**config.mk**
```make
export PLATFORM = sky130hd
export DESIGN_NAME = ogsr_front
export DESIGN_NICKNAME = d
export VERILOG_FILES = /design/src/rtl/core/ogsr_pkg.sv /design/src/rtl/core/ogsr_front.sv
export SDC_FILE = /design/constraint.sdc
export NUM_CORES = 1
export LEC_CHECK = 0
export BUFFER_PORTS_ARGS = -buffer_cell sky130_fd_sc_hd__buf_2
export CAP_MARGIN = 20
export CORE_MARGIN = 1
export CORE_UTILIZATION = 55
export DETAILED_ROUTE_END_ITERATION = 7
export PLACE_DENSITY = 0.78
export SLEW_MARGIN = 10
export SYNTH_ARGS = -nofsm -noshare
export SYNTH_HDL_FRONTEND = slang
export SYNTH_SLANG_ARGS = --single-unit
```
**constraint.sdc**
```tcl
create_clock -name clk_i -period 17.95 [get_ports clk_i]
set_input_delay 5.385 -clock clk_i [delete_from_list [all_inputs] [get_ports clk_i]]
set_output_delay 5.385 -clock clk_i [all_outputs]
set_load 0.05 [all_outputs]
```
**src/rtl/core/ogsr_pkg.sv**
```systemverilog
`timescale 1ns / 1ps

package ogsr_pkg;

  // Grid index and count width; it covers the full range of the grid parameters.
  localparam int CNT_W      = 11;
  localparam int CFG_IDX_W  = 2;
  localparam int CFG_DATA_W = 12;
  localparam int WORD_W     = 64;

  typedef enum logic [CFG_IDX_W-1:0] {
    CFG_ROWS   = 2'd0,
    CFG_COLS   = 2'd1,
    CFG_MARGIN = 2'd2
  } cfg_reg_e;

  typedef enum logic [2:0] {
    OP_CLEAR  = 3'd0,
    OP_RECT   = 3'd1,
    OP_CIRCLE = 3'd2,
    OP_READ   = 3'd3,
    OP_WRITE  = 3'd4
  } op_e;

  typedef enum logic [2:0] {
    KIND_CLEAR,
    KIND_RECT,
    KIND_CIRC,
    KIND_READ,
    KIND_WRITE,
    KIND_NONE
  } kind_e;

  typedef enum logic [2:0] {
    BK_SWEEP,
    BK_IDLE,
    BK_ROWINIT,
    BK_RD,
    BK_WAIT,
    BK_CELLS,
    BK_WR,
    BK_DONE
  } bk_state_e;

  typedef struct packed {
    logic [2:0]         operation;
    logic signed [15:0] center_x;
    logic signed [15:0] center_y;
    logic [14:0]        size_a;
    logic [14:0]        size_b;
    logic [7:0]         cell_row;
    logic [7:0]         cell_col;
    logic               cell_value;
  } in_word_t;

  typedef struct packed {
    logic cell_state;
    logic status;
  } out_word_t;

  // One classified command, handed from the front end to the back end.
  typedef struct packed {
    kind_e              kind;
    logic [CNT_W-1:0]   r0;
    logic [CNT_W-1:0]   r1;
    logic [CNT_W-1:0]   c0;
    logic [CNT_W-1:0]   c1;
    logic signed [15:0] cx;
    logic signed [15:0] cy;
    logic [15:0]        big;
    logic [7:0]         row;
    logic [7:0]         col;
    logic               value;
    logic               status;
  } cmd_t;

  // Turns a bound in fractional cells into a cell index clipped to [0, count].
  function automatic logic [CNT_W-1:0] bound_idx(input logic signed [20:0] v,
                                                 input logic coarse,
                                                 input logic [CNT_W-1:0] count);
    logic signed [20:0] q;
    q = coarse ? (v >>> 5) : (v >>> 4);
    if (v <= 21'sd0) begin
      return '0;
    end else if (q > $signed({10'b0, count})) begin
      return count;
    end else begin
      return q[CNT_W-1:0];
    end
  endfunction

endpackage

```
**src/rtl/core/ogsr_front.sv**
```systemverilog
`timescale 1ns / 1ps

module ogsr_front #(
  parameter int MAX_ROWS = 256,
  parameter int MAX_COLS = 256
) (
  input  logic                                clk_i,
  input  logic                                rst_ni,
  input  logic                                cfg_we_i,
  input  logic [ogsr_pkg::CFG_IDX_W-1:0]      cfg_idx_i,
  input  logic [ogsr_pkg::CFG_DATA_W-1:0]     cfg_data_i,
  input  logic                                in_valid_i,
  output logic                                in_ready_o,
  input  ogsr_pkg::in_word_t                  in_word_i,
  input  logic                                q_full_i,
  input  logic                                sweeping_i,
  output logic                                push_o,
  output ogsr_pkg::cmd_t                      cmd_o,
  output logic                                clr_req_o
);

  logic [8:0]  rows_q, rows_d;
  logic [8:0]  cols_q, cols_d;
  logic [11:0] margin_q, margin_d;
  logic        clr_d;

  logic [ogsr_pkg::CNT_W-1:0] eff_rows, eff_cols;
  logic signed [20:0] cx_w, cy_w, sa_w, sb_w, m2_w, big_w;
  logic signed [20:0] rlo, rhi, clo, chi;
  logic               coarse;

  always_comb begin
    rows_d   = rows_q;
    cols_d   = cols_q;
    margin_d = margin_q;
    clr_d    = 1'b0;
    if (cfg_we_i) begin
      unique case (ogsr_pkg::cfg_reg_e'(cfg_idx_i))
        ogsr_pkg::CFG_ROWS: begin
          rows_d = cfg_data_i[8:0];
          clr_d  = cfg_data_i[8:0] != rows_q;
        end
        ogsr_pkg::CFG_COLS: begin
          cols_d = cfg_data_i[8:0];
          clr_d  = cfg_data_i[8:0] != cols_q;
        end
        ogsr_pkg::CFG_MARGIN: margin_d = cfg_data_i;
        default: ;
      endcase
    end
  end

  always_ff @(posedge clk_i or negedge rst_ni) begin
    if (!rst_ni) begin
      rows_q    <= 9'd256;
      cols_q    <= 9'd256;
      margin_q  <= '0;
      clr_req_o <= 1'b0;
    end else begin
      rows_q    <= rows_d;
      cols_q    <= cols_d;
      margin_q  <= margin_d;
      clr_req_o <= clr_d;
    end
  end

  always_comb begin
    eff_rows = ({2'b0, rows_q} > ogsr_pkg::CNT_W'(MAX_ROWS)) ? ogsr_pkg::CNT_W'(MAX_ROWS)
                                                           : {2'b0, rows_q};
    eff_cols = ({2'b0, cols_q} > ogsr_pkg::CNT_W'(MAX_COLS)) ? ogsr_pkg::CNT_W'(MAX_COLS)
                                                           : {2'b0, cols_q};
  end

  // Bounding box in fractional cells: 1/32 cell for rectangles, 1/16 for circles.
  always_comb begin
    cx_w  = 21'(in_word_i.center_x);
    cy_w  = 21'(in_word_i.center_y);
    sa_w  = $signed({6'b0, in_word_i.size_a});
    sb_w  = $signed({6'b0, in_word_i.size_b});
    m2_w  = $signed({8'b0, margin_q, 1'b0});
    big_w = sa_w + $signed({9'b0, margin_q});
    if (in_word_i.operation == ogsr_pkg::OP_RECT) begin
      coarse = 1'b1;
      rlo    = (cy_w <<< 1) - sb_w - m2_w;
      rhi    = (cy_w <<< 1) + sb_w + m2_w + 21'sd16;
      clo    = (cx_w <<< 1) - sa_w - m2_w;
      chi    = (cx_w <<< 1) + sa_w + m2_w + 21'sd16;
    end else begin
      coarse = 1'b0;
      rlo    = cy_w - big_w;
      rhi    = cy_w + big_w + 21'sd8;
      clo    = cx_w - big_w;
      chi    = cx_w + big_w + 21'sd8;
    end
  end

  always_comb begin
    cmd_o        = '0;
    cmd_o.r0     = ogsr_pkg::bound_idx(rlo, coarse, eff_rows);
    cmd_o.r1     = ogsr_pkg::bound_idx(rhi, coarse, eff_rows);
    cmd_o.c0     = ogsr_pkg::bound_idx(clo, coarse, eff_cols);
    cmd_o.c1     = ogsr_pkg::bound_idx(chi, coarse, eff_cols);
    cmd_o.cx     = in_word_i.center_x;
    cmd_o.cy     = in_word_i.center_y;
    cmd_o.big    = big_w[15:0];
    cmd_o.row    = in_word_i.cell_row;
    cmd_o.col    = in_word_i.cell_col;
    cmd_o.value  = in_word_i.cell_value;
    cmd_o.status = 1'b0;
    cmd_o.kind   = ogsr_pkg::KIND_NONE;
    unique case (in_word_i.operation)
      ogsr_pkg::OP_CLEAR:  cmd_o.kind = ogsr_pkg::KIND_CLEAR;
      ogsr_pkg::OP_RECT:   cmd_o.kind = ogsr_pkg::KIND_RECT;
      ogsr_pkg::OP_CIRCLE: cmd_o.kind = ogsr_pkg::KIND_CIRC;
      ogsr_pkg::OP_READ, ogsr_pkg::OP_WRITE: begin
        if ({3'b0, in_word_i.cell_row} < eff_rows &&
            {3'b0, in_word_i.cell_col} < eff_cols) begin
          cmd_o.kind = (in_word_i.operation == ogsr_pkg::OP_READ) ? ogsr_pkg::KIND_READ
                                                                 : ogsr_pkg::KIND_WRITE;
        end else begin
          cmd_o.status = 1'b1;
        end
      end
      default: cmd_o.kind = ogsr_pkg::KIND_NONE;
    endcase
  end

  assign in_ready_o = !q_full_i && !sweeping_i;
  assign push_o     = in_valid_i && in_ready_o;

endmodule

```
* Word-level counts from Yosys, hierarchy flattened *
Cells that the tools add are included.

storage, ports and cells
  register bits = 31
  latch bits = 0
  bits in writable memories = 0
  memory bits (read-only) = 0
  bits of input ports = 102
  word-level logic and storage cells = 78
  memories = 0

cells by class
  add/sub/neg operators = 17
  multipliers = 0
  div/mod/pow operators = 0
  magnitude comparators = 12
  equal/unequal tests = 8
  shift-type cells = 0
  muxes and demuxes = 26
  bitwise gates (word level) = 0
  reduce and logical (&&, ||, !) cells = 11

operators by type and width
  cell                                                  count
  two-way mux 11 bit                                    8
  <= comparator 21 x 1 -> 1 bit, second input constant  4
  two-way mux 21 bit                                    4
  > comparator 17 x 10 -> 1 bit                         4
  two-way mux 16 bit                                    4
  adder 19 x 6 -> 20 bit, second input constant         2
  adder 18 x 14 -> 19 bit                               2
  adder 18 x 5 -> 19 bit, second input constant         2
  subtractor 18 x 14 -> 19 bit                          2
  adder 16 x 17 -> 18 bit                               2
  adder 17 x 16 -> 18 bit                               2
  subtractor 16 x 17 -> 18 bit                          2
  subtractor 17 x 16 -> 18 bit                          2
  > comparator 9 bit, second input constant             2
  less-than comparator 8 x 9 -> 1 bit                   2
  two-way mux 9 bit                                     2
  inequality test 9 bit                                 2
  adder 15 x 12 -> 16 bit                               1
  one-hot mux 3 bit (4 select lines)                    1
  == test 3 x 2 -> 1 bit, second input constant         2
  two-way mux 3 bit                                     2
  AND reduction 2 bit                                   3
  two-way mux 1 bit                                     4
  == test 3 x 1 -> 1 bit, second input constant         1
  other kinds (9)                                       12

* Logic depth before layout (Yosys ltp) *
  depth after elaboration = 8
  gate-level depth with buffers = 30
  mapped depth without buffers = 28

* Worst setup path after synthesis *
Ideal clock, no wire load.

  kind = input to output
  start = input port in_word_i[32] (netlist name)
  end = output port cmd_o[100] (netlist name)
  arrival time = 12.252 ns
  setup slack = 0.313 ns
  stages on the path = 27
  path through = ha_1 inv_1 fa_1 nor2b_1 o21ai_0 a21boi_0 o21ai_0 a21boi_0 o2111ai_1 nand2_1 nor2_1 xnor2_1 inv_1 ha_1 a21oi_1 nand2_1 a21o_1 and3_1 nor3_1 a21oi_1 ha_1 a21o_1 a21oi_1 a21oi_1 or3_1 buf_2 a2111oi_1

RTL lines
  what             RTL line          text
  start, declared  ogsr_front.sv:14  input ogsr_pkg::in_word_t in_word_i,
  end, declared    ogsr_front.sv:18  output ogsr_pkg::cmd_t cmd_o,

==> flow_summary_export.csv <==
group,metric,value,unit
outcome,status,"finished, final reports clean",
setup_path,worstPathMaxFanout,9,
logic_synthesis,netlist_area,13850,sq um
power,total_power,0.002336,W
power,seqPwrFrac,0.046,
logic_synthesis,synthCells,1734,
clock_network,cts_hold_buf,0,
finish,seqCellArea,778.2,sq um
logic_synthesis,synth.top_cells.by_area,"ha_1 24%, fa_1 8.0%, dfrtp_1 5.2%",
finish,syn2layout_area_growth,7.968,%
logic_synthesis,synth_edf_count,0,
floorplan,initial_core_util,0.5645,
floorplan,fp.dieArea,25820,sq um
finish,final_cell_mix,"270 x ha_1, 207 x buf_2, 166 x inv_1",
global_routing,grt_remaining_overflow,0,
clock_network,cts_tree,"yes",
finish,nNetsFinal,2290,
setup_path,crit_slowest_cell,"xnor2_1",
power,power.internal,0.0009551,W
placed_design,place_area,14780,sq um
detailed_routing,drt-wirelength-per-cell,20.40,um
power,p_sw,0.001381,W
sta,max_freq,0.05861,GHz
detailed_routing,drt_wl_total,44.65,mm
sta,period_share,0.9505,
setup_path,crit_type,"in2out",
clock_network,postCtsSetupBuffers,0,
detailed_routing,antenna_left,0,
logic_synthesis,seq_area_frac_synth,0.05619,
setup_path,arrival,11680,ps
power,p_per_area,156.2,nW/um^2
logic_synthesis,syn-mean-instance-area,7.987,sq um
finish,design_area,14950,sq um
finish,nFillCells,2253,
setup_path,timing.critical_path.max_delay_family,"simple AND/OR/NAND/NOR gates",
logic_synthesis,yosys_register_bits,31,
sta,period_needed,17060,ps
logic_synthesis,ys_async_sr_fraction,1.000,
clock_network,htreeDepth,2,
floorplan,core,24530,sq um
setup_path,cpPeakStageDelay,480,ps
clock_network,numCtsBuffers,5,
logic_synthesis,ys_warn_count,0,
setup_path,endpoint_kind,"output port",
floorplan,ios,218,
detailed_routing,first_iter_violations,1560,
logic_synthesis,yosysTopAreaCell,"ha_1",
detailed_routing,via_count,13890,
logic_synthesis,ys_types,90,
detailed_routing,via_per_inst,6.344,
detailed_routing,drc,0,
clock_network,clk_pin_slew,50,ps
finish,multi_input_area,11880,sq um
sta,tns,0,ps
global_routing,antenna_found_initial,1,
sta,slew_viol_final,0,
clock_network,clockBufferDepth,2,
worst_hold_path,min_path_type,"reg2reg",
logic_synthesis,synth_flop_cell,"dfrtp_1",
sta,rsz0062_at_grt,"no",
finish,drive_above_1_share,0.1524,
finish,layout_commonest_cell,"ha_1",
placed_design,place_congestion,0.9636,
power,vdd_drop_max,0.00009656,V
floorplan,row_count,57,
floorplan,dieHeight,160.7,um
sta,finalHoldViolations,0,
clock_network,insertion_delay,280,ps
power,clock_power_share,0.042,
sta,worst_pin_slew,1110,ps
clock_network,clockRootBuffer,"clkbuf_16",
clock_network,cts_resized,0,
global_routing,grt_pass1_vias,13160,
power,p_leak,7.195,nW
floorplan,die_w,160.7,um
power,combPwrFrac,0.911,
setup_path,start_kind,"primary input",
setup_path,critical_path_buf_inv_count,3,
detailed_routing,first_pass_iters,6,
global_routing,grt_usage,0.3372,
setup_path,required,12560,ps
power,swShare,0.5911,
placed_design,place.port_buffers,207,
sta,fin_worst_skew,4.033,ps
global_routing,grt_pass1_wl,69.53,mm
job,cap_violations,0,
placed_design,dp_hpwl,37.78,mm
clock_network,cts.sinks,31,
logic_synthesis,yosysTopAreaCellShare,0.2439,
global_routing,grt_max_degree,68,
sta,setup_viol_count_final,0,
sta,slew_headroom,0.2569,
-- area by class of cell --
cell class                      instances  area share
Multi-Input combinational cell       1444      0.7943
Timing Repair Buffer                  214     0.07280
Sequential cell                        31     0.05205
Inverter                              167     0.04192
Tap cell                              324     0.02711
Clock buffer                            6    0.009288
Clock inverter                          2    0.002343
Antenna cell                            1   0.0001673
-- registers in the layout, summed over array words and instances, names as in the netlist --
register   cells
margin_q      12
rows_q         9
cols_q         9
clr_req_o      1
-- synthesized netlist by cell type (26+ instances only) --
cell type and count:
buf_4 57, xnor2_1 61, o21ai_0 78, clkbuf_1 26, ha_1 270, inv_1 166
xor2_1 38, nor3_1 48, a21o_1 39, o21a_1 28, nand2_1 93, mux2_2 29
a21oi_1 122, nor2b_1 28, nand3_1 37, fa_1 55, nor2_1 94, dfrtp_1 29
-- per-stage QoR --
stage	utilization	hold slack (ps)	setup WS, ps	instances
6_report	0.6095	544.2	888.5	2189
5_1_grt	0.6095	560.2	232.0	2189
4_1_cts	0.6094	541.3	959.5	2188
3_5_place_dp	0.6023	531.7	980.1	2180
3_3_place_gp	0.6023	518.8	1089	2180
2_1_floorplan	-	493.9	313.1	1741
-- routing by layer --
layer  GRT usage  vias to the layer above  share of wire
li1            -                     6570              -
met5           0                        -              0
met4      0.1268                        0          0.042
met3     0.01989                       96          0.063
met1      0.4353                     6585           0.42
met2      0.5895                      637           0.48
-- final timing paths --
| kind | start | to | slack, ps | depth (start not counted) |
|---|---|---|---|---|
| max | in_word_i[32] | cmd_o[88] | 890 | 27 |
| max in group asynchronous | rst_ni | margin_q[1] | 12350 | 1 |
| max reg2reg | rows_q[8] | clr_req_o | 16190 | 6 |
| min | margin_q[3] | margin_q[3] | 540 | 1 |
| min reg2reg | margin_q[3] | margin_q[3] | 540 | 1 |
| min in group asynchronous | rst_ni | cols_q[0] | 5140 | 1 |
-- cells by family after synthesis --
| group | count (synthesis) | share of synthesized area |
|---|---|---|
| buffers and inverters | 266 | 0.08844 |
| AOI/OAI and AO/OA | 499 | 0.2525 |
| DFF | 31 | 0.05619 |
| adders and majority gates | 325 | 0.3234 |
| xor gates and xnor gates | 99 | 0.06261 |
| and+or+nand+nor | 459 | 0.1749 |
| other | 1 | 0.0002708 |
| muxes | 54 | 0.04165 |
-- power by group through the flow --
stage                     clock [W]  sequential, W  combinational, W
after floorplan                   0      0.0000953           0.00158
after global placement            0       0.000108           0.00203
after detailed placement          0       0.000108           0.00207
after CTS                 0.0000986       0.000107           0.00208
after global routing       0.000103       0.000108           0.00231
final                     0.0000991       0.000108           0.00213
Note: power is estimated with default switching activity, not from simulation.
