[src/rtl/core/ogsr_queue.sv]
`timescale 1ns / 1ps

module ogsr_queue #(
  parameter int WIDTH = 8
) (
  input  logic             clk_i,
  input  logic             rst_ni,
  input  logic             push_i,
  input  logic [WIDTH-1:0] data_i,
  output logic             full_o,
  input  logic             pop_i,
  output logic             valid_o,
  output logic [WIDTH-1:0] data_o
);

  // Two entries: enough for the front end to run one word ahead.
  logic [WIDTH-1:0] slot_q [2];
  logic             wr_ptr_q, wr_ptr_d;
  logic             rd_ptr_q, rd_ptr_d;
  logic [1:0]       count_q, count_d;

  always_comb begin
    wr_ptr_d = push_i ? ~wr_ptr_q : wr_ptr_q;
    rd_ptr_d = pop_i ? ~rd_ptr_q : rd_ptr_q;
    count_d  = count_q + 2'(push_i) - 2'(pop_i);
  end

  always_ff @(posedge clk_i or negedge rst_ni) begin
    if (!rst_ni) begin
      wr_ptr_q <= 1'b0;
      rd_ptr_q <= 1'b0;
      count_q  <= '0;
    end else begin
      wr_ptr_q <= wr_ptr_d;
      rd_ptr_q <= rd_ptr_d;
      count_q  <= count_d;
    end
  end

  always_ff @(posedge clk_i) begin
    if (push_i) begin
      slot_q[wr_ptr_q] <= data_i;
    end
  end

  assign full_o  = count_q == 2'd2;
  assign valid_o = count_q != 2'd0;
  assign data_o  = slot_q[rd_ptr_q];

endmodule

[config.mk]
export PLATFORM = sky130hd
export DESIGN_NAME = ogsr_queue
export DESIGN_NICKNAME = d
export VERILOG_FILES = /design/src/rtl/core/ogsr_queue.sv
export SDC_FILE = /design/constraint.sdc
export NUM_CORES = 1
export LEC_CHECK = 0
export BUFFER_PORTS_ARGS = -buffer_cell sky130_fd_sc_hd__buf_2
export CORE_MARGIN = 1
export CORE_UTILIZATION = 53
export DETAILED_ROUTE_END_ITERATION = 16
export HOLD_SLACK_MARGIN = 0.02
export PLACE_DENSITY = 0.82
export SYNTH_ARGS = -nofsm -noshare
export SYNTH_HDL_FRONTEND = slang
export SYNTH_SLANG_ARGS = --single-unit
[constraint.sdc]
create_clock -name clk_i -period 2.6 [get_ports clk_i]
set_clock_uncertainty 0.15 [all_clocks]
set_input_delay 0.65 -clock clk_i [delete_from_list [all_inputs] [get_ports clk_i]]
set_output_delay 0.65 -clock clk_i [all_outputs]
set_load 0.03 [all_outputs]
# --- Word-level counts from Yosys, hierarchy flattened ---
# Memories as Yosys holds them, arrays and structs flattened.
# Index checks and enable logic that the tools add are counted.
op_classes:
  add_sub_neg: 2
  n_eq_ne: 1
  order_cmp: 0
  bitwise: 2
  n_reduce_logical: 1
  div: 0
  shift: 0
  multipliers: 0
  mux: 2
ops:
  columns: ["operator", "n"]
  rows:
  - ["adder 2 x 1 -> 2 bit", 1]
  - ["== test 2 bit, second input constant", 1]
  - ["2-to-1 mux 1 bit", 2]
  - ["inverter 1 bit", 2]
  - ["nonzero test 2 bit", 1]
  - ["subtractor 2 x 1 -> 2 bit", 1]
word_totals:
  in_bits: 12
  mem_bits_rw: 16
  memories: 1
  romBits: 0
  register_bits: 4
  latch_bits: 0
  wordCells: 12
memory_table:
  columns: ["memory", "words", "word_bits", "rd", "rd_ports_with_merged_regs", "wr", "line_no", "rtl"]
  rows:
  - ["slot_q", 2, 8, 1, 0, 1, "17", "logic [WIDTH-1:0] slot_q [2];"]

# --- Logic depth before layout (Yosys ltp) ---
# Gate-level depths: netlist of the first run.
logic_depth:
  ltp_word: 2
  mapped_depth: 5

# --- Worst setup path before layout of the first run ---
# Ideal clock, no wire load.
synth_timing:
  path_kind: "reg-to-output"
  startpoint: "register rd_ptr_q"
  endpoint: "output data_o[0]"
  arrival_time_ns: 0.843
  setup_slack_ns: 0.957
  n_path_buf: 1
  t_required_ns: 1.800
  path_stages_with_launch: 3
  cell_sequence: "dfrtp_1 -> buf_6 -> mux2_4"
synth_via:
  elab_chain_cells: 1
synth_lines:
  columns: ["element", "line_no", "rtl"]
  rows:
  - ["from (decl)", "19", "logic rd_ptr_q, rd_ptr_d;"]
  - ["from (signal assigned)", "35", "rd_ptr_q <= rd_ptr_d;"]
  - ["memory read (2 x 8 bit)", null, null]
  - ["to (decl)", "13", "output logic [WIDTH-1:0] data_o"]
# No other way between the ends.

# --- Final worst setup path of the first run ---
layout_timing:
  startpoint: "register rd_ptr_q"
  endpoint: "output data_o[5]"
# Same word-level chain as after synthesis.

==> results of run 1 <==
==> layout make-up <==
class	count	area (µm²)
Timing Repair Buffer	23	123
Inverter	2	7.51
Sequential cell	20	581
Multi-Input combinational cell	17	211
Clock buffer	3	22.5
Fill cell	98	399
Tap cell	15	18.8
Clock inverter	1	3.75
==> power breakdown <==
part           total [µW]  switching [µW]  internal [µW]
registers             501            65.8            435
logic                 429             227            201
clock network         140            84.7           55.7
total                1070             378            693
==> cells by family after synthesis <==
logic type / after synthesis / synth area share
flops: 20 / 0.716
xor+xnor: 3 / 0.0509
fa+ha+maj: 2 / 0.0309
simple gates: 4 / 0.0309
buf+inv: 3 / 0.0232
mux: 8 / 0.148
==> critical path, delay by kind of cell, from the launching register on <==
| family | cells | cell delay, ns |
|---|---|---|
| DFF | 1 | 0.67 |
| muxes | 1 | 0.34 |
| buffers and inverters | 1 | 0.18 |
==> repair_timing <==
| action | in CTS | in global routing |
|---|---|---|
| hold endpoints to repair | 4 | 0 |
| hold buffers | 1 | 0 |
| setup buffers | 0 | 0 |
==> through the flow <==
step	area, µm²	setup slack, ns	utilization	power (µW)	hold slack, ns
floorplan	811	0.957	-	852	0.204
global placement	931	0.657	0.681	929	0.311
detailed placement	931	0.651	0.681	941	0.311
CTS	967	0.318	0.708	1080	0.342
global route	967	0.259	0.708	1130	0.363
finish	967	0.322	0.708	1070	0.341
==> worst max path at each step <==
| stage | start | to | slack [ns] | cells past startpoint |
|---|---|---|---|---|
| after floorplan | rd_ptr_q | data_o[0] | 0.96 | 2 |
| after detailed placement | rd_ptr_q | data_o[5] | 0.65 | 2 |
| after global routing | rd_ptr_q | data_o[5] | 0.26 | 2 |
| final | rd_ptr_q | data_o[5] | 0.32 | 2 |
| after global placement | rd_ptr_q | data_o[0] | 0.66 | 2 |
| after CTS | rd_ptr_q | data_o[5] | 0.32 | 2 |
==> sequential cells by signal (all words and copies together), names as in the netlist <==
register  flops
count_q       2
rd_ptr_q      1
slot_q       16
wr_ptr_q      1
==> synth_stat cells <==
master | instances | area share
edfxtp_1 | 16 | 0.59
mux2_4 | 8 | 0.15
dfrtp_1 | 4 | 0.12
ha_1 | 2 | 0.031
inv_1 | 2 | 0.0093
nor2b_1 | 2 | 0.015
xor2_1 | 2 | 0.022
and2_1 | 1 | 0.0077
buf_6 | 1 | 0.014
or2_2 | 1 | 0.0077
xor3_1 | 1 | 0.029
==> per-layer routing <==
| metal | global-route usage | wire (µm) |
|---|---|---|
| met5 | 0 | 0 |
| met4 | 0.0726 | 10 |
| met3 | 0.0489 | 37 |
| met2 | 0.281 | 621 |
| met1 | 0.147 | 386 |
==> impl_metrics.json, run 1 <==
{
  "outcome": "finished clean",
  "gp_congestion": 0.671,
  "final_cells": 81,
  "cts_tree": "done",
  "grt_pass1_vias": 366,
  "std_cell_rows": 13,
  "dp_hpwl_um": 806,
  "cp-end-kind": "output port",
  "fp.dieW_um": 41.1,
  "reg2reg_slack_ns": 1.25,
  "most-common-layout-cells": "buf_2, edfxtp_1, mux2_4",
  "rsz0062_at_grt": "no",
  "path_clk_slew_ns": 0.11,
  "syn-cell-area_um2": 811,
  "drc_errors": 0,
  "worst_slew_pin_slew_ns": 0.492,
  "antenna_cells": 0,
  "dr.pass1.iters": 4,
  "grt_start_max_net_pins": 12,
  "clockBufferDepth": 2,
  "ctsResizeCount": 0,
  "slew_viol_final": 0,
  "cts-root-buf": "clkbuf_4",
  "peakVddDrop_mv": 0.660,
  "crit_chain": "mux2_4, buf_2",
  "drtIter0Drc": 3,
  "ys_warn_count": 0,
  "start_util": 0.593,
  "hold_depth": 1,
  "grt_pass1_wl_um": 1510,
  "synth-seq-area-share": 0.716,
  "fin_setup_tns_ns": 0,
  "maxSlewHeadroom": 0.672,
  "cts-buffers-inserted": 3,
  "cts-htree-levels": 1,
  "r2r_start": "count_q[0]",
  "finalCritPeriodShare": 0.876,
  "io_pins": 22,
  "worstSkewPairLatency_ns": 0.28,
  "crit_type": "reg2out",
  "rr_worst_depth": 5,
  "p_leak_uw": 0.000429,
  "clkSinkCount": 20,
  "routed_wl_um": 1050,
  "yosys.cell_types.count": 11,
  "syn-num-nets": 54,
  "final_common_cell": "buf_2",
  "required_ns": 1.80,
  "syn_avg_cell_area_um2": 20.3,
  "fmax_mhz": 439,
  "reg2reg_to": "count_q[1]",
  "setup_viol": 0,
  "antenna_left": 0,
  "syn_inst": 40,
  "drive_gt1_frac": 0.515,
  "yosys_register_bits": 20,
  "core_um2": 1370,
  "cp_slowest_cell": "dfrtp_1",
  "drt-vias-per-instance": 4.88,
  "finalCriticalPeriod_ns": 2.28,
  "hold_viol_final": 0,
  "cp-start-kind": "register",
  "dieArea_um2": 1690,
  "dp.cells": 76,
  "arrival_ns": 1.48,
  "crit_fanout": 9,
  "min_to": "wr_ptr_q",
  "num-nets-final": 81,
  "slowest_delay_ns": 0.67,
  "die_h_um": 41.1,
  "wl_per_cell_um": 13.0,
  "grt_usage": 0.151,
  "p_per_area_nw_per_um2": 1110,
  "drv_cap": 0,
  "worst_hold_path_type": "reg2reg",
  "min-delay-start": "wr_ptr_q",
  "areaGrowthSynthToFinish_pct": 19.3,
  "globalRoute.totalOverflow": 0,
  "port_buffers": 21,
  "antenna_found_initial": 0,
  "vias": 395
}
Note: power is estimated with default switching activity, not from simulation.
==> run 2, diff against run 1 <==
- GPL_ROUTABILITY_DRIVEN: not set -> 0
- PLACE_DENSITY: 0.82 -> 0.81
==> impl_metrics.json, run 2 (synthesized netlist as in run 1, its figures left out) <==
{
  "reg2reg_slack_ns": 1.11,
  "antenna_found_initial": 0,
  "port_buffers": 21,
  "grt_start_max_net_pins": 12,
  "cts_tree": "done",
  "placed_cell_area_um2": 923,
  "drc_errors": 0,
  "peakVddDrop_mv": 0.694,
  "drtIter0Drc": 1,
  "areaGrowthSynthToFinish_pct": 18.4,
  "num-nets-final": 80,
  "min-delay-start": "wr_ptr_q",
  "grt_pass1_wl_um": 1580,
  "vias": 394,
  "p_total_uw": 1070,
  "drv_cap": 0,
  "fin_util": 0.702,
  "antenna_left": 0,
  "io_pins": 22,
  "largest_register_ffs": 16,
  "cts-buffers-inserted": 3,
  "slew_viol_final": 0,
  "crit_chain": "mux2_4, buf_2",
  "finalCritPeriodShare": 0.870,
  "core_um2": 1370,
  "dr.pass1.iters": 3,
  "dp.cells": 75,
  "max_flop_register": "slot_q",
  "fin_area_um2": 960,
  "cp-start-kind": "register",
  "p_int_uw": 689,
  "fin_setup_tns_ns": 0,
  "wl_per_cell_um": 12.7,
  "arrival_ns": 1.46,
  "cp-end-kind": "output port",
  "grt_pass1_vias": 395,
  "cts-root-buf": "clkbuf_4",
  "startpoint": "rd_ptr_q",
  "worstSkewPairLatency_ns": 0.28,
  "fmax_mhz": 442,
  "rsz0062_at_grt": "no",
  "dp_hpwl_um": 771,
  "most-common-layout-cells": "buf_2, edfxtp_1, mux2_4",
  "r2r_start": "wr_ptr_q",
  "crit_type": "reg2out",
  "routed_wl_um": 1010,
  "worst_slew_pin_slew_ns": 0.712,
  "drt-vias-per-instance": 4.93,
  "p_switching_uw": 377,
  "required_ns": 1.80,
  "path_clk_slew_ns": 0.10,
  "clockPowerShare": 0.131,
  "p_leak_uw": 0.000424,
  "p_per_area_nw_per_um2": 1110,
  "clockBufferDepth": 2,
  "path_delay_family": "flip-flops",
  "crit_buf_inv": 1,
  "start_util": 0.593,
  "cp_slowest_cell": "dfrtp_1",
  "setup_viol": 0,
  "worst_hold_path_type": "reg2reg",
  "cts-htree-levels": 1,
  "fp.dieW_um": 41.1,
  "swShare": 0.354,
  "globalRoute.totalOverflow": 0,
  "drive_gt1_frac": 0.508,
  "slowest_delay_ns": 0.66,
  "std_cell_rows": 13,
  "crit_fanout": 9,
  "maxSlewHeadroom": 0.524,
  "seq_power_share": 0.469,
  "dieArea_um2": 1690,
  "grt_usage": 0.157,
  "final_common_cell": "buf_2",
  "antenna_cells": 0,
  "hold_viol_final": 0,
  "outcome": "finished clean",
  "final_cells": 80,
  "finalCriticalPeriod_ns": 2.26,
  "top_regs": "slot_q (16), count_q (2)",
  "die_h_um": 41.1,
  "ctsResizeCount": 0,
  "combPwrFrac": 0.400,
  "clkSinkCount": 20
}
run 2: cell count changes in the layout (fill, tap and decap cells not counted):
cell / previous run / this run
buf_4: 1 / 0
run 2: worst paths after layout:
check,to,cells after the start
max,data_o[3],2
min,wr_ptr_q,1
max reg2reg,slot_q[0][7],1
min reg2reg,wr_ptr_q,1
max in group asynchronous,rd_ptr_q,2
min in group asynchronous,wr_ptr_q,2
run 2: per-layer routing:
metal | GRT usage | vias up | share of wire
met4 | 0.0968 | 0 | 0
li1 | - | 196 | -
met1 | 0.159 | 185 | 0.35
met3 | 0.0326 | 0 | 0.041
met5 | 0 | - | 0
met2 | 0.289 | 13 | 0.61
run 2: metrics by stage:
stage / hold slack, ns / setup slack [ns]
after floorplan: 0.204 / 0.957
after global placement: 0.310 / 0.665
after detailed placement: 0.311 / 0.641
after CTS: 0.359 / 0.307
after global routing: 0.369 / 0.242
final: 0.355 / 0.339
run 2: what timing repair did:
item,in CTS,in global routing
hold endpoints to repair,4,0
setup buffers,0,0
setup endpoints to repair,0,0
hold buffers,1,0
run 2: power groups by stage:
stage / Combinational [µW] / Clock, µW / Sequential (µW)
after floorplan: 384 / 0 / 468
after global placement: 417 / 0 / 505
after detailed placement: 426 / 0 / 510
after CTS: 427 / 145 / 503
after global routing: 465 / 157 / 513
final: 427 / 140 / 500
run 2: area by class of cell:
| type | count | area [µm²] |
|---|---|---|
| inverters | 2 | 7.51 |
| fillers | 100 | 407 |
| repair buffers | 22 | 115 |
| multi-input cells | 17 | 211 |
| well taps | 15 | 18.8 |
| clock inverters | 1 | 3.75 |
| flip-flops and latches | 20 | 581 |
| clock buffers | 3 | 22.5 |
==> run 3, diff against run 2 <==
- CORE_UTILIZATION: 53 -> 35
- CTS_CLUSTER_SIZE: not set -> 20
- PLACE_DENSITY: 0.81 -> 0.59
- clock period: 2.6 -> 2 ns (I/O delays scaled with it)
==> impl_metrics.json, run 3 (synthesized netlist as in run 1, its figures left out) <==
{
  "fmax_mhz": 513,
  "die_h_um": 50.1,
  "path_clk_slew_ns": 0.11,
  "antenna_found_initial": 0,
  "wl_per_cell_um": 11.0,
  "worst_hold_path_type": "in2reg",
  "holdWs_ns": 0.239,
  "fin_util": 0.487,
  "core_um2": 2190,
  "final_common_cell": "edfxtp_1",
  "num-nets-final": 83,
  "vias": 413,
  "crit_path_end": "data_o[5]",
  "hold_viol_final": 0,
  "routed_wl_um": 1060,
  "required_ns": 1.35,
  "outcome": "finished clean",
  "grt_usage": 0.0951,
  "dp.cells": 89,
  "rsz0062_at_grt": "no",
  "largest_register_ffs": 16,
  "std_cell_rows": 17,
  "clockBufferDepth": 2,
  "drtIter0Drc": 0,
  "antenna_left": 0,
  "startpoint": "rd_ptr_q",
  "p_int_uw": 1060,
  "cts-htree-levels": 1,
  "p_switching_uw": 524,
  "cp-end-kind": "output port",
  "n_fill_cell": 204,
  "combPwrFrac": 0.469,
  "seq_power_share": 0.388,
  "p_total_uw": 1580,
  "reg2reg_to": "count_q[1]",
  "p_leak_uw": 0.000463,
  "clkSinkCount": 20,
  "max_flop_register": "slot_q",
  "dr.pass1.iters": 1,
  "antenna_cells": 0,
  "areaGrowthSynthToFinish_pct": 31.6,
  "cts-buffers-inserted": 3,
  "drive_gt1_frac": 0.559,
  "finalCritPeriodShare": 0.976,
  "top_regs": "slot_q (16), count_q (2)",
  "drt-vias-per-instance": 4.30,
  "cts-root-buf": "clkbuf_4",
  "start_util": 0.370,
  "drv_cap": 0,
  "globalRoute.totalOverflow": 0,
  "crit_fanout": 5,
  "arrival_ns": 1.30,
  "slew_viol_final": 0,
  "io_pins": 22,
  "r2r_start": "count_q[0]",
  "grt_start_max_net_pins": 12,
  "clockPowerShare": 0.143,
  "fp.dieW_um": 50.1,
  "worst_slew_pin_slew_ns": 0.374,
  "cts_tree": "done",
  "maxSlewHeadroom": 0.750,
  "drc_errors": 0,
  "reg2reg_slack_ns": 0.66,
  "finalCriticalPeriod_ns": 1.95,
  "crit_type": "reg2out",
  "dieArea_um2": 2510,
  "port_buffers": 21,
  "p_per_area_nw_per_um2": 1480,
  "setup_viol": 0,
  "final_cells": 96,
  "swShare": 0.331,
  "worstSkewPairLatency_ns": 0.29,
  "grt_pass1_vias": 377,
  "peakVddDrop_mv": 0.669,
  "fin_setup_tns_ns": 0,
  "cp-start-kind": "register",
  "rr_worst_depth": 5,
  "grt_pass1_wl_um": 1680,
  "most-common-layout-cells": "edfxtp_1, buf_2, buf_6"
}
==> run 3: cell count changes in the layout (fill, tap and decap cells not counted), sizes merged <==
cell	before	now
buf	21	24
clkinv	1	0
clkbuf	3	4
==> run 3: through the flow <==
stage                     instance area, µm²  setup WS (ns)
after global placement                   947          0.183
after global routing                    1070        0.00215
final                                   1070         0.0488
after CTS                               1030       -0.00306
after floorplan                          811          0.507
after detailed placement                 947          0.166
==> run 3: worst max-delay path, stage by stage (launching register included) <==
cell     delay, ns
dfrtp_2       0.43
buf_6         0.14
mux2_4        0.30
buf_6         0.14
==> run 3: worst min-delay path by stage <==
stage / startpoint / to / cells past startpoint
detailed placement: rst_ni / wr_ptr_q / 1
floorplan: rst_ni / count_q[0] / 0
global route: data_i[1] / slot_q[1][1] / 1
CTS: data_i[1] / slot_q[0][1] / 1
finish: data_i[1] / slot_q[0][1] / 1
global placement: rst_ni / count_q[0] / 1
==> run 3: power groups by stage <==
stage | Clock, µW | Sequential, µW | Combinational, µW
final | 227 | 614 | 741
after global routing | 248 | 627 | 784
after CTS | 237 | 609 | 680
after detailed placement | 0 | 663 | 561
after global placement | 0 | 660 | 557
after floorplan | 0 | 609 | 499
==> run 3: timing repair <==
| item | CTS | global route |
|---|---|---|
| setup endpoints to repair | 8 | 8 |
| hold buffers | 1 | 0 |
| gates resized for setup | 9 | 12 |
| buffers inserted | 2 | 0 |
| endpoints found under the hold margin | 4 | 0 |
==> run 3: final cells by class <==
| class | instances | area [µm²] | share of cell area |
|---|---|---|---|
| Clock buffer | 4 | 36.3 | 0.0340 |
| Inverter | 2 | 7.51 | 0.00703 |
| Multi-Input combinational cell | 17 | 211 | 0.198 |
| Sequential cell | 20 | 582 | 0.545 |
| Tap cell | 28 | 35.0 | 0.0328 |
| Timing Repair Buffer | 25 | 195 | 0.183 |
==> run 3: per-layer routing <==
| layer | track usage | routed length (µm) |
|---|---|---|
| met2 | 0.133 | 489 |
| met4 | 0.0571 | 0 |
| met5 | 0 | 0 |
| met1 | 0.129 | 521 |
| met3 | 0.0273 | 47 |
