## src/rtl/core/ogsr_pkg.sv

```systemverilog
`timescale 1ns / 1ps

package ogsr_pkg;

  // Grid index and count width; it covers the full range of the grid parameters.
  localparam int CNT_W      = 11;
  localparam int CFG_IDX_W  = 2;
  localparam int CFG_DATA_W = 12;
  localparam int WORD_W     = 64;

  typedef enum logic [CFG_IDX_W-1:0] {
    CFG_ROWS   = 2'd0,
    CFG_COLS   = 2'd1,
    CFG_MARGIN = 2'd2
  } cfg_reg_e;

  typedef enum logic [2:0] {
    OP_CLEAR  = 3'd0,
    OP_RECT   = 3'd1,
    OP_CIRCLE = 3'd2,
    OP_READ   = 3'd3,
    OP_WRITE  = 3'd4
  } op_e;

  typedef enum logic [2:0] {
    KIND_CLEAR,
    KIND_RECT,
    KIND_CIRC,
    KIND_READ,
    KIND_WRITE,
    KIND_NONE
  } kind_e;

  typedef enum logic [2:0] {
    BK_SWEEP,
    BK_IDLE,
    BK_ROWINIT,
    BK_RD,
    BK_WAIT,
    BK_CELLS,
    BK_WR,
    BK_DONE
  } bk_state_e;

  typedef struct packed {
    logic [2:0]         operation;
    logic signed [15:0] center_x;
    logic signed [15:0] center_y;
    logic [14:0]        size_a;
    logic [14:0]        size_b;
    logic [7:0]         cell_row;
    logic [7:0]         cell_col;
    logic               cell_value;
  } in_word_t;

  typedef struct packed {
    logic cell_state;
    logic status;
  } out_word_t;

  // One classified command, handed from the front end to the back end.
  typedef struct packed {
    kind_e              kind;
    logic [CNT_W-1:0]   r0;
    logic [CNT_W-1:0]   r1;
    logic [CNT_W-1:0]   c0;
    logic [CNT_W-1:0]   c1;
    logic signed [15:0] cx;
    logic signed [15:0] cy;
    logic [15:0]        big;
    logic [7:0]         row;
    logic [7:0]         col;
    logic               value;
    logic               status;
  } cmd_t;

  // Turns a bound in fractional cells into a cell index clipped to [0, count].
  function automatic logic [CNT_W-1:0] bound_idx(input logic signed [20:0] v,
                                                 input logic coarse,
                                                 input logic [CNT_W-1:0] count);
    logic signed [20:0] q;
    q = coarse ? (v >>> 5) : (v >>> 4);
    if (v <= 21'sd0) begin
      return '0;
    end else if (q > $signed({10'b0, count})) begin
      return count;
    end else begin
      return q[CNT_W-1:0];
    end
  endfunction

endpackage

```

## src/rtl/core/ogsr_back.sv

```systemverilog
`timescale 1ns / 1ps

module ogsr_back #(
  parameter int MAX_ROWS = 256,
  parameter int MAX_COLS = 256
) (
  input  logic                  clk_i,
  input  logic                  rst_ni,
  input  logic                  q_valid_i,
  input  ogsr_pkg::cmd_t        q_cmd_i,
  output logic                  q_pop_o,
  input  logic                  clr_req_i,
  output logic                  sweeping_o,
  output logic                  ram_we_o,
  output logic [(MAX_ROWS * ((MAX_COLS + 63) / 64) > 1 ?
                 $clog2(MAX_ROWS * ((MAX_COLS + 63) / 64)) : 1)-1:0] ram_waddr_o,
  output logic [ogsr_pkg::WORD_W-1:0] ram_wdata_o,
  output logic                  ram_re_o,
  output logic [(MAX_ROWS * ((MAX_COLS + 63) / 64) > 1 ?
                 $clog2(MAX_ROWS * ((MAX_COLS + 63) / 64)) : 1)-1:0] ram_raddr_o,
  input  logic [ogsr_pkg::WORD_W-1:0] ram_rdata_i,
  output logic                  out_valid_o,
  input  logic                  out_ready_i,
  output ogsr_pkg::out_word_t   out_word_o
);

  localparam int ROW_WORDS = (MAX_COLS + 63) / 64;
  localparam int DEPTH     = MAX_ROWS * ROW_WORDS;
  localparam int AW        = DEPTH > 1 ? $clog2(DEPTH) : 1;
  localparam int CW        = ogsr_pkg::CNT_W;

  ogsr_pkg::bk_state_e state_q, state_d;
  ogsr_pkg::cmd_t      cmd_q, cmd_d;
  logic [CW-1:0]       row_q, row_d, col_q, col_d;
  logic [AW-1:0]       sweep_q, sweep_d, addr_q, addr_d;
  logic                fill_q, fill_d;
  logic                sweep_res_q, sweep_res_d;
  logic                clr_pend_q, clr_pend_d;
  logic [31:0]         lim_q, lim_d;
  logic signed [37:0]  dysq_q, dysq_d, dxsq_q, dxsq_d;
  logic signed [17:0]  dx_q, dx_d;
  logic [63:0]         word_q, word_d;
  logic                res_q, res_d;
  logic                out_valid_q, out_valid_d;
  ogsr_pkg::out_word_t out_q, out_d;

  logic               box_ok, cell_last, load_out, in_circle;
  logic [CW-1:0]      next_word_col;
  logic [AW-1:0]      cur_addr;
  logic signed [17:0] dy, dx0;
  logic [63:0]        rect_mask;

  always_comb begin
    box_ok        = q_cmd_i.r0 < q_cmd_i.r1 && q_cmd_i.c0 < q_cmd_i.c1;
    cell_last     = (col_q + CW'(1) == cmd_q.c1) || (col_q[5:0] == 6'h3f);
    next_word_col = {col_q[CW-1:6] + (CW-6)'(1), 6'b0};
    load_out      = !out_valid_q || out_ready_i;
    cur_addr      = AW'(int'(row_q) * ROW_WORDS + int'(col_q[CW-1:6]));
    dy            = $signed({3'b0, row_q, 4'b0}) - 18'(cmd_q.cy);
    dx0           = $signed({3'b0, col_q, 4'b0}) - 18'(cmd_q.cx);
    in_circle     = (dxsq_q + dysq_q) <= $signed({6'b0, lim_q});
    for (int b = 0; b < 64; b++) begin
      rect_mask[b] = ({col_q[CW-1:6], 6'(b)} >= cmd_q.c0) &&
                     ({col_q[CW-1:6], 6'(b)} < cmd_q.c1);
    end
  end

  // Next state.
  always_comb begin
    state_d = state_q;
    unique case (state_q)
      ogsr_pkg::BK_SWEEP: begin
        if (sweep_q == AW'(DEPTH - 1)) begin
          state_d = sweep_res_q ? ogsr_pkg::BK_DONE : ogsr_pkg::BK_IDLE;
        end
      end
      ogsr_pkg::BK_IDLE: begin
        if (clr_pend_q) begin
          state_d = ogsr_pkg::BK_SWEEP;
        end else if (q_valid_i) begin
          unique case (q_cmd_i.kind)
            ogsr_pkg::KIND_CLEAR: state_d = ogsr_pkg::BK_SWEEP;
            ogsr_pkg::KIND_RECT:  state_d = box_ok ? ogsr_pkg::BK_RD : ogsr_pkg::BK_DONE;
            ogsr_pkg::KIND_CIRC:  state_d = box_ok ? ogsr_pkg::BK_ROWINIT
                                                   : ogsr_pkg::BK_DONE;
            ogsr_pkg::KIND_READ, ogsr_pkg::KIND_WRITE: state_d = ogsr_pkg::BK_RD;
            default: state_d = ogsr_pkg::BK_DONE;
          endcase
        end
      end
      ogsr_pkg::BK_ROWINIT: state_d = ogsr_pkg::BK_RD;
      ogsr_pkg::BK_RD:      state_d = ogsr_pkg::BK_WAIT;
      ogsr_pkg::BK_WAIT: begin
        unique case (cmd_q.kind)
          ogsr_pkg::KIND_CIRC: state_d = ogsr_pkg::BK_CELLS;
          ogsr_pkg::KIND_READ: state_d = ogsr_pkg::BK_DONE;
          default:             state_d = ogsr_pkg::BK_WR;
        endcase
      end
      ogsr_pkg::BK_CELLS: begin
        if (cell_last) begin
          state_d = ogsr_pkg::BK_WR;
        end
      end
      ogsr_pkg::BK_WR: begin
        unique case (cmd_q.kind)
          ogsr_pkg::KIND_RECT: begin
            if (next_word_col < cmd_q.c1 || row_q + CW'(1) < cmd_q.r1) begin
              state_d = ogsr_pkg::BK_RD;
            end else begin
              state_d = ogsr_pkg::BK_DONE;
            end
          end
          ogsr_pkg::KIND_CIRC: begin
            if (col_q < cmd_q.c1) begin
              state_d = ogsr_pkg::BK_RD;
            end else if (row_q + CW'(1) < cmd_q.r1) begin
              state_d = ogsr_pkg::BK_ROWINIT;
            end else begin
              state_d = ogsr_pkg::BK_DONE;
            end
          end
          default: state_d = ogsr_pkg::BK_DONE;
        endcase
      end
      ogsr_pkg::BK_DONE: begin
        if (load_out) begin
          state_d = ogsr_pkg::BK_IDLE;
        end
      end
      default: state_d = ogsr_pkg::BK_IDLE;
    endcase
  end

  // Datapath and outputs.
  always_comb begin
    cmd_d       = cmd_q;
    row_d       = row_q;
    col_d       = col_q;
    sweep_d     = sweep_q;
    addr_d      = addr_q;
    fill_d      = fill_q;
    sweep_res_d = sweep_res_q;
    clr_pend_d  = clr_pend_q | clr_req_i;
    lim_d       = lim_q;
    dysq_d      = dysq_q;
    dxsq_d      = dxsq_q;
    dx_d        = dx_q;
    word_d      = word_q;
    res_d       = res_q;
    out_valid_d = out_valid_q && !out_ready_i;
    out_d       = out_q;
    q_pop_o     = 1'b0;
    ram_we_o    = 1'b0;
    ram_waddr_o = addr_q;
    ram_wdata_o = word_q;
    ram_re_o    = 1'b0;
    ram_raddr_o = cur_addr;
    unique case (state_q)
      ogsr_pkg::BK_SWEEP: begin
        ram_we_o    = 1'b1;
        ram_waddr_o = sweep_q;
        ram_wdata_o = {64{fill_q}};
        sweep_d     = sweep_q + AW'(1);
      end
      ogsr_pkg::BK_IDLE: begin
        if (clr_pend_q) begin
          clr_pend_d  = clr_req_i;
          fill_d      = 1'b0;
          sweep_res_d = 1'b0;
          sweep_d     = '0;
        end else if (q_valid_i) begin
          q_pop_o     = 1'b1;
          cmd_d       = q_cmd_i;
          res_d       = 1'b0;
          lim_d       = q_cmd_i.big * q_cmd_i.big;
          fill_d      = 1'b1;
          sweep_res_d = 1'b1;
          sweep_d     = '0;
          if (q_cmd_i.kind == ogsr_pkg::KIND_READ || q_cmd_i.kind == ogsr_pkg::KIND_WRITE) begin
            row_d = {3'b0, q_cmd_i.row};
            col_d = {3'b0, q_cmd_i.col};
          end else begin
            row_d = q_cmd_i.r0;
            col_d = q_cmd_i.c0;
          end
        end
      end
      ogsr_pkg::BK_ROWINIT: begin
        dysq_d = 38'(dy * dy);
        dxsq_d = 38'(dx0 * dx0);
        dx_d   = dx0;
      end
      ogsr_pkg::BK_RD: begin
        ram_re_o = 1'b1;
        addr_d   = cur_addr;
      end
      ogsr_pkg::BK_WAIT: begin
        word_d = ram_rdata_i;
        unique case (cmd_q.kind)
          ogsr_pkg::KIND_RECT:  word_d = ram_rdata_i & ~rect_mask;
          ogsr_pkg::KIND_READ:  res_d  = ram_rdata_i[col_q[5:0]];
          ogsr_pkg::KIND_WRITE: word_d[col_q[5:0]] = cmd_q.value;
          default: ;
        endcase
      end
      ogsr_pkg::BK_CELLS: begin
        if (in_circle) begin
          word_d[col_q[5:0]] = 1'b0;
        end
        // (dx + 16)^2 = dx^2 + 32 dx + 256
        dxsq_d = dxsq_q + (38'(dx_q) <<< 5) + 38'sd256;
        dx_d   = dx_q + 18'sd16;
        col_d  = col_q + CW'(1);
      end
      ogsr_pkg::BK_WR: begin
        ram_we_o = 1'b1;
        if (cmd_q.kind == ogsr_pkg::KIND_RECT) begin
          if (next_word_col < cmd_q.c1) begin
            col_d = next_word_col;
          end else begin
            row_d = row_q + CW'(1);
            col_d = cmd_q.c0;
          end
        end else if (cmd_q.kind == ogsr_pkg::KIND_CIRC && col_q >= cmd_q.c1) begin
          row_d = row_q + CW'(1);
          col_d = cmd_q.c0;
        end
      end
      ogsr_pkg::BK_DONE: begin
        if (load_out) begin
          out_valid_d      = 1'b1;
          out_d.cell_state = res_q;
          out_d.status     = cmd_q.status;
        end
      end
      default: ;
    endcase
  end

  always_ff @(posedge clk_i or negedge rst_ni) begin
    if (!rst_ni) begin
      state_q     <= ogsr_pkg::BK_SWEEP;
      sweep_q     <= '0;
      fill_q      <= 1'b0;
      sweep_res_q <= 1'b0;
      clr_pend_q  <= 1'b0;
      out_valid_q <= 1'b0;
    end else begin
      state_q     <= state_d;
      sweep_q     <= sweep_d;
      fill_q      <= fill_d;
      sweep_res_q <= sweep_res_d;
      clr_pend_q  <= clr_pend_d;
      out_valid_q <= out_valid_d;
    end
  end

  always_ff @(posedge clk_i) begin
    cmd_q  <= cmd_d;
    row_q  <= row_d;
    col_q  <= col_d;
    addr_q <= addr_d;
    lim_q  <= lim_d;
    dysq_q <= dysq_d;
    dxsq_q <= dxsq_d;
    dx_q   <= dx_d;
    word_q <= word_d;
    res_q  <= res_d;
    out_q  <= out_d;
  end

  assign sweeping_o  = state_q == ogsr_pkg::BK_SWEEP;
  assign out_valid_o = out_valid_q;
  assign out_word_o  = out_q;

endmodule

```

## config.mk

```make
export PLATFORM = sky130hd
export DESIGN_NAME = ogsr_back
export DESIGN_NICKNAME = d
export VERILOG_FILES = /design/src/rtl/core/ogsr_pkg.sv /design/src/rtl/core/ogsr_back.sv
export SDC_FILE = /design/constraint.sdc
export NUM_CORES = 2
export LEC_CHECK = 0
export BUFFER_PORTS_ARGS = -buffer_cell sky130_fd_sc_hd__buf_2
export CAP_MARGIN = 0
export CORE_MARGIN = 2
export CORE_UTILIZATION = 33
export DETAILED_ROUTE_END_ITERATION = 7
export SLEW_MARGIN = 20
export SYNTH_ARGS = -nofsm -noshare
export SYNTH_HDL_FRONTEND = slang
export SYNTH_SLANG_ARGS = --single-unit
```

## constraint.sdc

```tcl
create_clock -name clk_i -period 23.6 [get_ports clk_i]
set_clock_uncertainty 0.15 [all_clocks]
set_input_delay 5.9 -clock clk_i [delete_from_list [all_inputs] [get_ports clk_i]]
set_output_delay 5.9 -clock clk_i [all_outputs]
set_load 0.05 [all_outputs]
```

## After elaboration in Yosys (flattened, before gate mapping)

Cells that the tools add are included.

- Word-level logic and storage cells: 362
- Bits of input ports: 182
- Bits in registers: 311

- Muxes and demuxes: 59
- Magnitude comparators: 137
- Reduce and logical (&&, ||, !) cells: 94
- Multipliers: 3
- Eq/ne operators: 28
- Bitwise gates (word level): 6
- $add $sub $neg: 11

Operator list:

| operator | count |
|---|---|
| less-than comparator 11 bit | 69 |
| >= comparator 11 bit | 65 |
| case mux 64 bit (2 select lines) | 2 |
| two-way mux 11 bit | 12 |
| AND 64 bit | 2 |
| two-way mux 64 bit | 2 |
| NOT 64 bit | 2 |
| case mux 38 bit (2 select lines) | 1 |
| logical AND 1 bit | 68 |
| multiplier 17 x 17 -> 34 bit | 2 |
| bitwise mux 64 bit | 1 |
| adder 38 x 10 -> 38 bit (second input constant) | 1 |
| adder 38 x 23 -> 38 bit | 1 |
| adder 38 bit | 1 |
| <= comparator 38 x 33 -> 1 bit | 1 |
| case mux 18 bit (2 select lines) | 1 |
| subtractor 16 x 16 -> 17 bit | 2 |
| two-way mux 3 bit | 11 |
| case mux 11 bit (3 select lines) | 1 |
| multiplier 16 x 16 -> 32 bit | 1 |
| two-way mux 10 bit | 3 |
| case mux 3 bit (8 select lines) | 1 |
| adder 11 x 1 -> 11 bit (second input constant) | 2 |
| case mux 11 bit (2 select lines) | 1 |
| other kinds (35) | 85 |

## Depth between registers and ports, before layout

- Depth in word-level cells: 8
- Gate-level depth with buffers: 37
- Gate-level depth less buffers: 36

## Worst setup path after synthesis

No wires, ideal clock.

- Kind: in2out
- Start point: in q_valid_i
- End point: out q_pop_o
- Arrival: 8.231 ns
- Path slack: 9.319 ns
- Stages: 2
- Cells stage by stage: nand2_1 -> inv_1

- Cells in the longest elaborated chain, start to end: 3

RTL lines:

| item | line | RTL |
|---|---|---|
| start, declared | ogsr_back.sv:9 | `input logic q_valid_i,` |
| two-way mux 1 bit | ogsr_back.sv:172 | `end else if (q_valid_i) begin` |
| two-way mux 1 bit | ogsr_back.sv:167 | `if (clr_pend_q) begin` |
| two-way mux 1 bit | ogsr_back.sv:159 | `unique case (state_q)` |
| end, declared | ogsr_back.sv:11 | `output logic q_pop_o,` |

Every way passes these cells.

## Worst setup path in the final report

Same ends and word-level chain as after synthesis.

==> impl_metrics.toml <==
[status]
status = "finished, final reports clean"

[timing]
fin_crit_sh_pct = 55.1
min_period_ns = 13.00
fmax_mhz = 77.0
report.final.setup_viol = 0
tightest_slew_ns = 1.10
holdWs_ns = 0.319
fin_tns_setup_ns = 0
finalHoldViolations = 0
rsz0062_at_grt = "false"
slew_headroom_pct = 26.5
slew_violations = 0

[synthesis]
synth_top_family_by_area = "adder cells"
synth-simple-area-share_pct = 12.3
ys_types = 96
synth_edf_count = 287
ys_warn_count = 0
synth_fp_nets = 6804
async_flop_share_pct = 5.28
syn_area_mm2 = 0.0494
postSynthCellCount = 5430
synth_area_per_cell_um2 = 9.10
synth_top_area_share_pct = 28.4
yosysMostFrequentCell = "inv_1"
yosysTopAreaCell = "fa_1"
synth_common_cells = "1018 x inv_1, 701 x fa_1, 517 x nand2_1, 491 x ha_1, 387 x nor2_1"
ys_ff_latch = 303
synth.area.mux_share_pct = 0.648
synth-compound-area-share_pct = 14.4
synthXorXnorAreaFrac_pct = 4.34
synthAdderAreaFrac_pct = 40.8
synth_area_leaders = "fa_1 28%, edfxtp_1 17%, ha_1 12%"
yosysSeqAreaShare_pct = 18.2
synth_ff_type = "edfxtp_1"

[die]
std_cell_rows = 142
die_h_um = 391
start_util_pct = 33.1
dieArea_mm2 = 0.153
core_area_mm2 = 0.149
pin_count = 273
die_w_um = 391

[cts]
cts_tree = "done"
clock-root-buffer = "clkbuf_16"
cts.sinks = 303
htreeDepth = 2
ctsLongestPathBuffers = 3
worstSkewPairLatency_ns = 0.61
ctsHoldBuffers = 0
clk_pin_slew_ns = 0.06
cts_made_buffers = 41
cts_resized = 0
postCtsSetupRepairBufs = 0

[cells_and_area]
drive_gt1_share_pct = 8.44
fin_area_mm2 = 0.0545
nets = 7007
final_core_util_pct = 36.5
fill_cells = 15100
area.growth.synth_to_final_pct = 10.3

[placed_design]
dpl_cell_area_mm2 = 0.0531
gp_congestion = 0.935
io_buffer_count = 272
dp.final_hpwl_mm = 122

[routing]
drcViolationCount = 0
ant_nets = 0
drtIter0Drc = 3062
routed_wl_mm = 150
detail_route.wl_per_cell_um = 19.7
via_per_inst = 5.22
vias = 39800
first_pass_iters = 8

[setup_path]
startpoint_type = "input pin"
crit_type = "in -> out"
worstPathRequired_ns = 17.55
crit_path_max_fanout = 45
end_kind = "output pin"
worstSetupStartpoint = "q_valid_i"
cp_slowest_cell = "inv_6"
reg2reg_from = "cmd_q[50]"
critical_path_arrival_ns = 6.95
slowest_delay_ns = 0.38
worst_path_most_repeated_cell = "buf_2"
crit_path_cell_trace = "buf_2 > nand2_1 > inv_6 > buf_2"

[global_route]
track_usage_pct = 19.7
antenna_found_initial = 9
grt_max_degree = 76
grt_pass1_vias = 41000
grt_pass1_wl_mm = 235
grt-ovfl-total = 0

[flow_run]
maxCapViolCount = 0

[min_path]
min_from = "res_q"
hold_path_class = "reg -> reg"
## area by class of cell
| class | count | area (um2) | share of cell area, % |
|---|---|---|---|
| antenna | 7 | 17.5 | 0.0321 |
| multi-input combinational | 3918 | 36000 | 66.0 |
| timing repair buffer | 336 | 1840 | 3.38 |
| tap | 1944 | 2430 | 4.46 |
| clock buffer | 50 | 1080 | 1.98 |
| inverter | 1033 | 3880 | 7.12 |
| clock inverter | 24 | 287 | 0.525 |
| sequential | 303 | 9020 | 16.5 |
## stage by stage
| stage | setup WS [ns] | cells |
|---|---|---|
| 2_1_floorplan | 9.32 | 5430 |
| 3_3_place_gp | 10.64 | 7534 |
| 3_5_place_dp | 10.61 | 7534 |
| 4_1_cts | 10.61 | 7608 |
| 5_1_grt | 10.54 | 7609 |
| 6_report | 10.60 | 7615 |
## cell families after synthesis
family                   Yosys count
AO/OA/AOI/OAI                   1101
XOR/XNOR                         243
adder cells (fa/ha/maj)         1192
buffers and inverters           1209
flip-flops                       303
multiplexers                      30
AND/OR/NAND/NOR                 1352
## state kept, by name, indices dropped and copies added, names as in the netlist, 3 cells and up
register,cells
addr_q,10
cmd_q,70
row_q,11
sweep_q,10
dx_q,17
dysq_q,33
lim_q,31
state_q,3
col_q,11
dxsq_q,37
word_q,64
## layer usage
| metal | vias up | track usage [%] | part of all wire (%) |
|---|---|---|---|
| met5 | - | 0 | 0.012 |
| met4 | 2 | 6.68 | 3.8 |
| met3 | 288 | 3.05 | 7.7 |
| met2 | 1529 | 33.6 | 47 |
| met1 | 19600 | 25.4 | 41 |
| li1 | 18300 | - | - |
## final timing paths
check                                endpoint  slack (ns)  depth (start not counted)
worst max-delay path                  q_pop_o       10.60                          4
worst min register to register  out_word_o[1]        0.32                          0
max in group asynchronous          sweep_q[2]       17.74                          1
worst max register to register     dxsq_q[36]       12.59                         30
min in group asynchronous         out_valid_o        5.14                          1
worst min-delay path            out_word_o[1]        0.32                          0
## worst max-delay path, delay by kind of cell
kind / cells / cell delay [ns]
and+or+nand+nor: 1 / 0.15
buffers and inverters: 3 / 0.86
## cells in the final DEF, fill, tap and decap left out, types with 25 or more instances in the layout
cell,instances
xor2_1,68
a221oi_1,27
a31oi_1,38
o21ai_0,226
o211ai_1,48
a21o_1,165
nor2b_1,25
buf_2,272
a21oi_1,311
nand3_1,97
inv_1,1017
ha_1,491
buf_4,64
nand2b_1,31
xnor2_1,170
fa_1,701
clkbuf_16,42
o21a_1,29
edfxtp_1,287
a211oi_1,31
and2_1,107
nand2_1,517
and3_1,30
nand4_1,25
nor2_1,383
a22oi_1,37
nor3_1,44
Power is not shown: default switching activity piles up to over one toggle a cycle in this logic, so the estimate is an artifact.
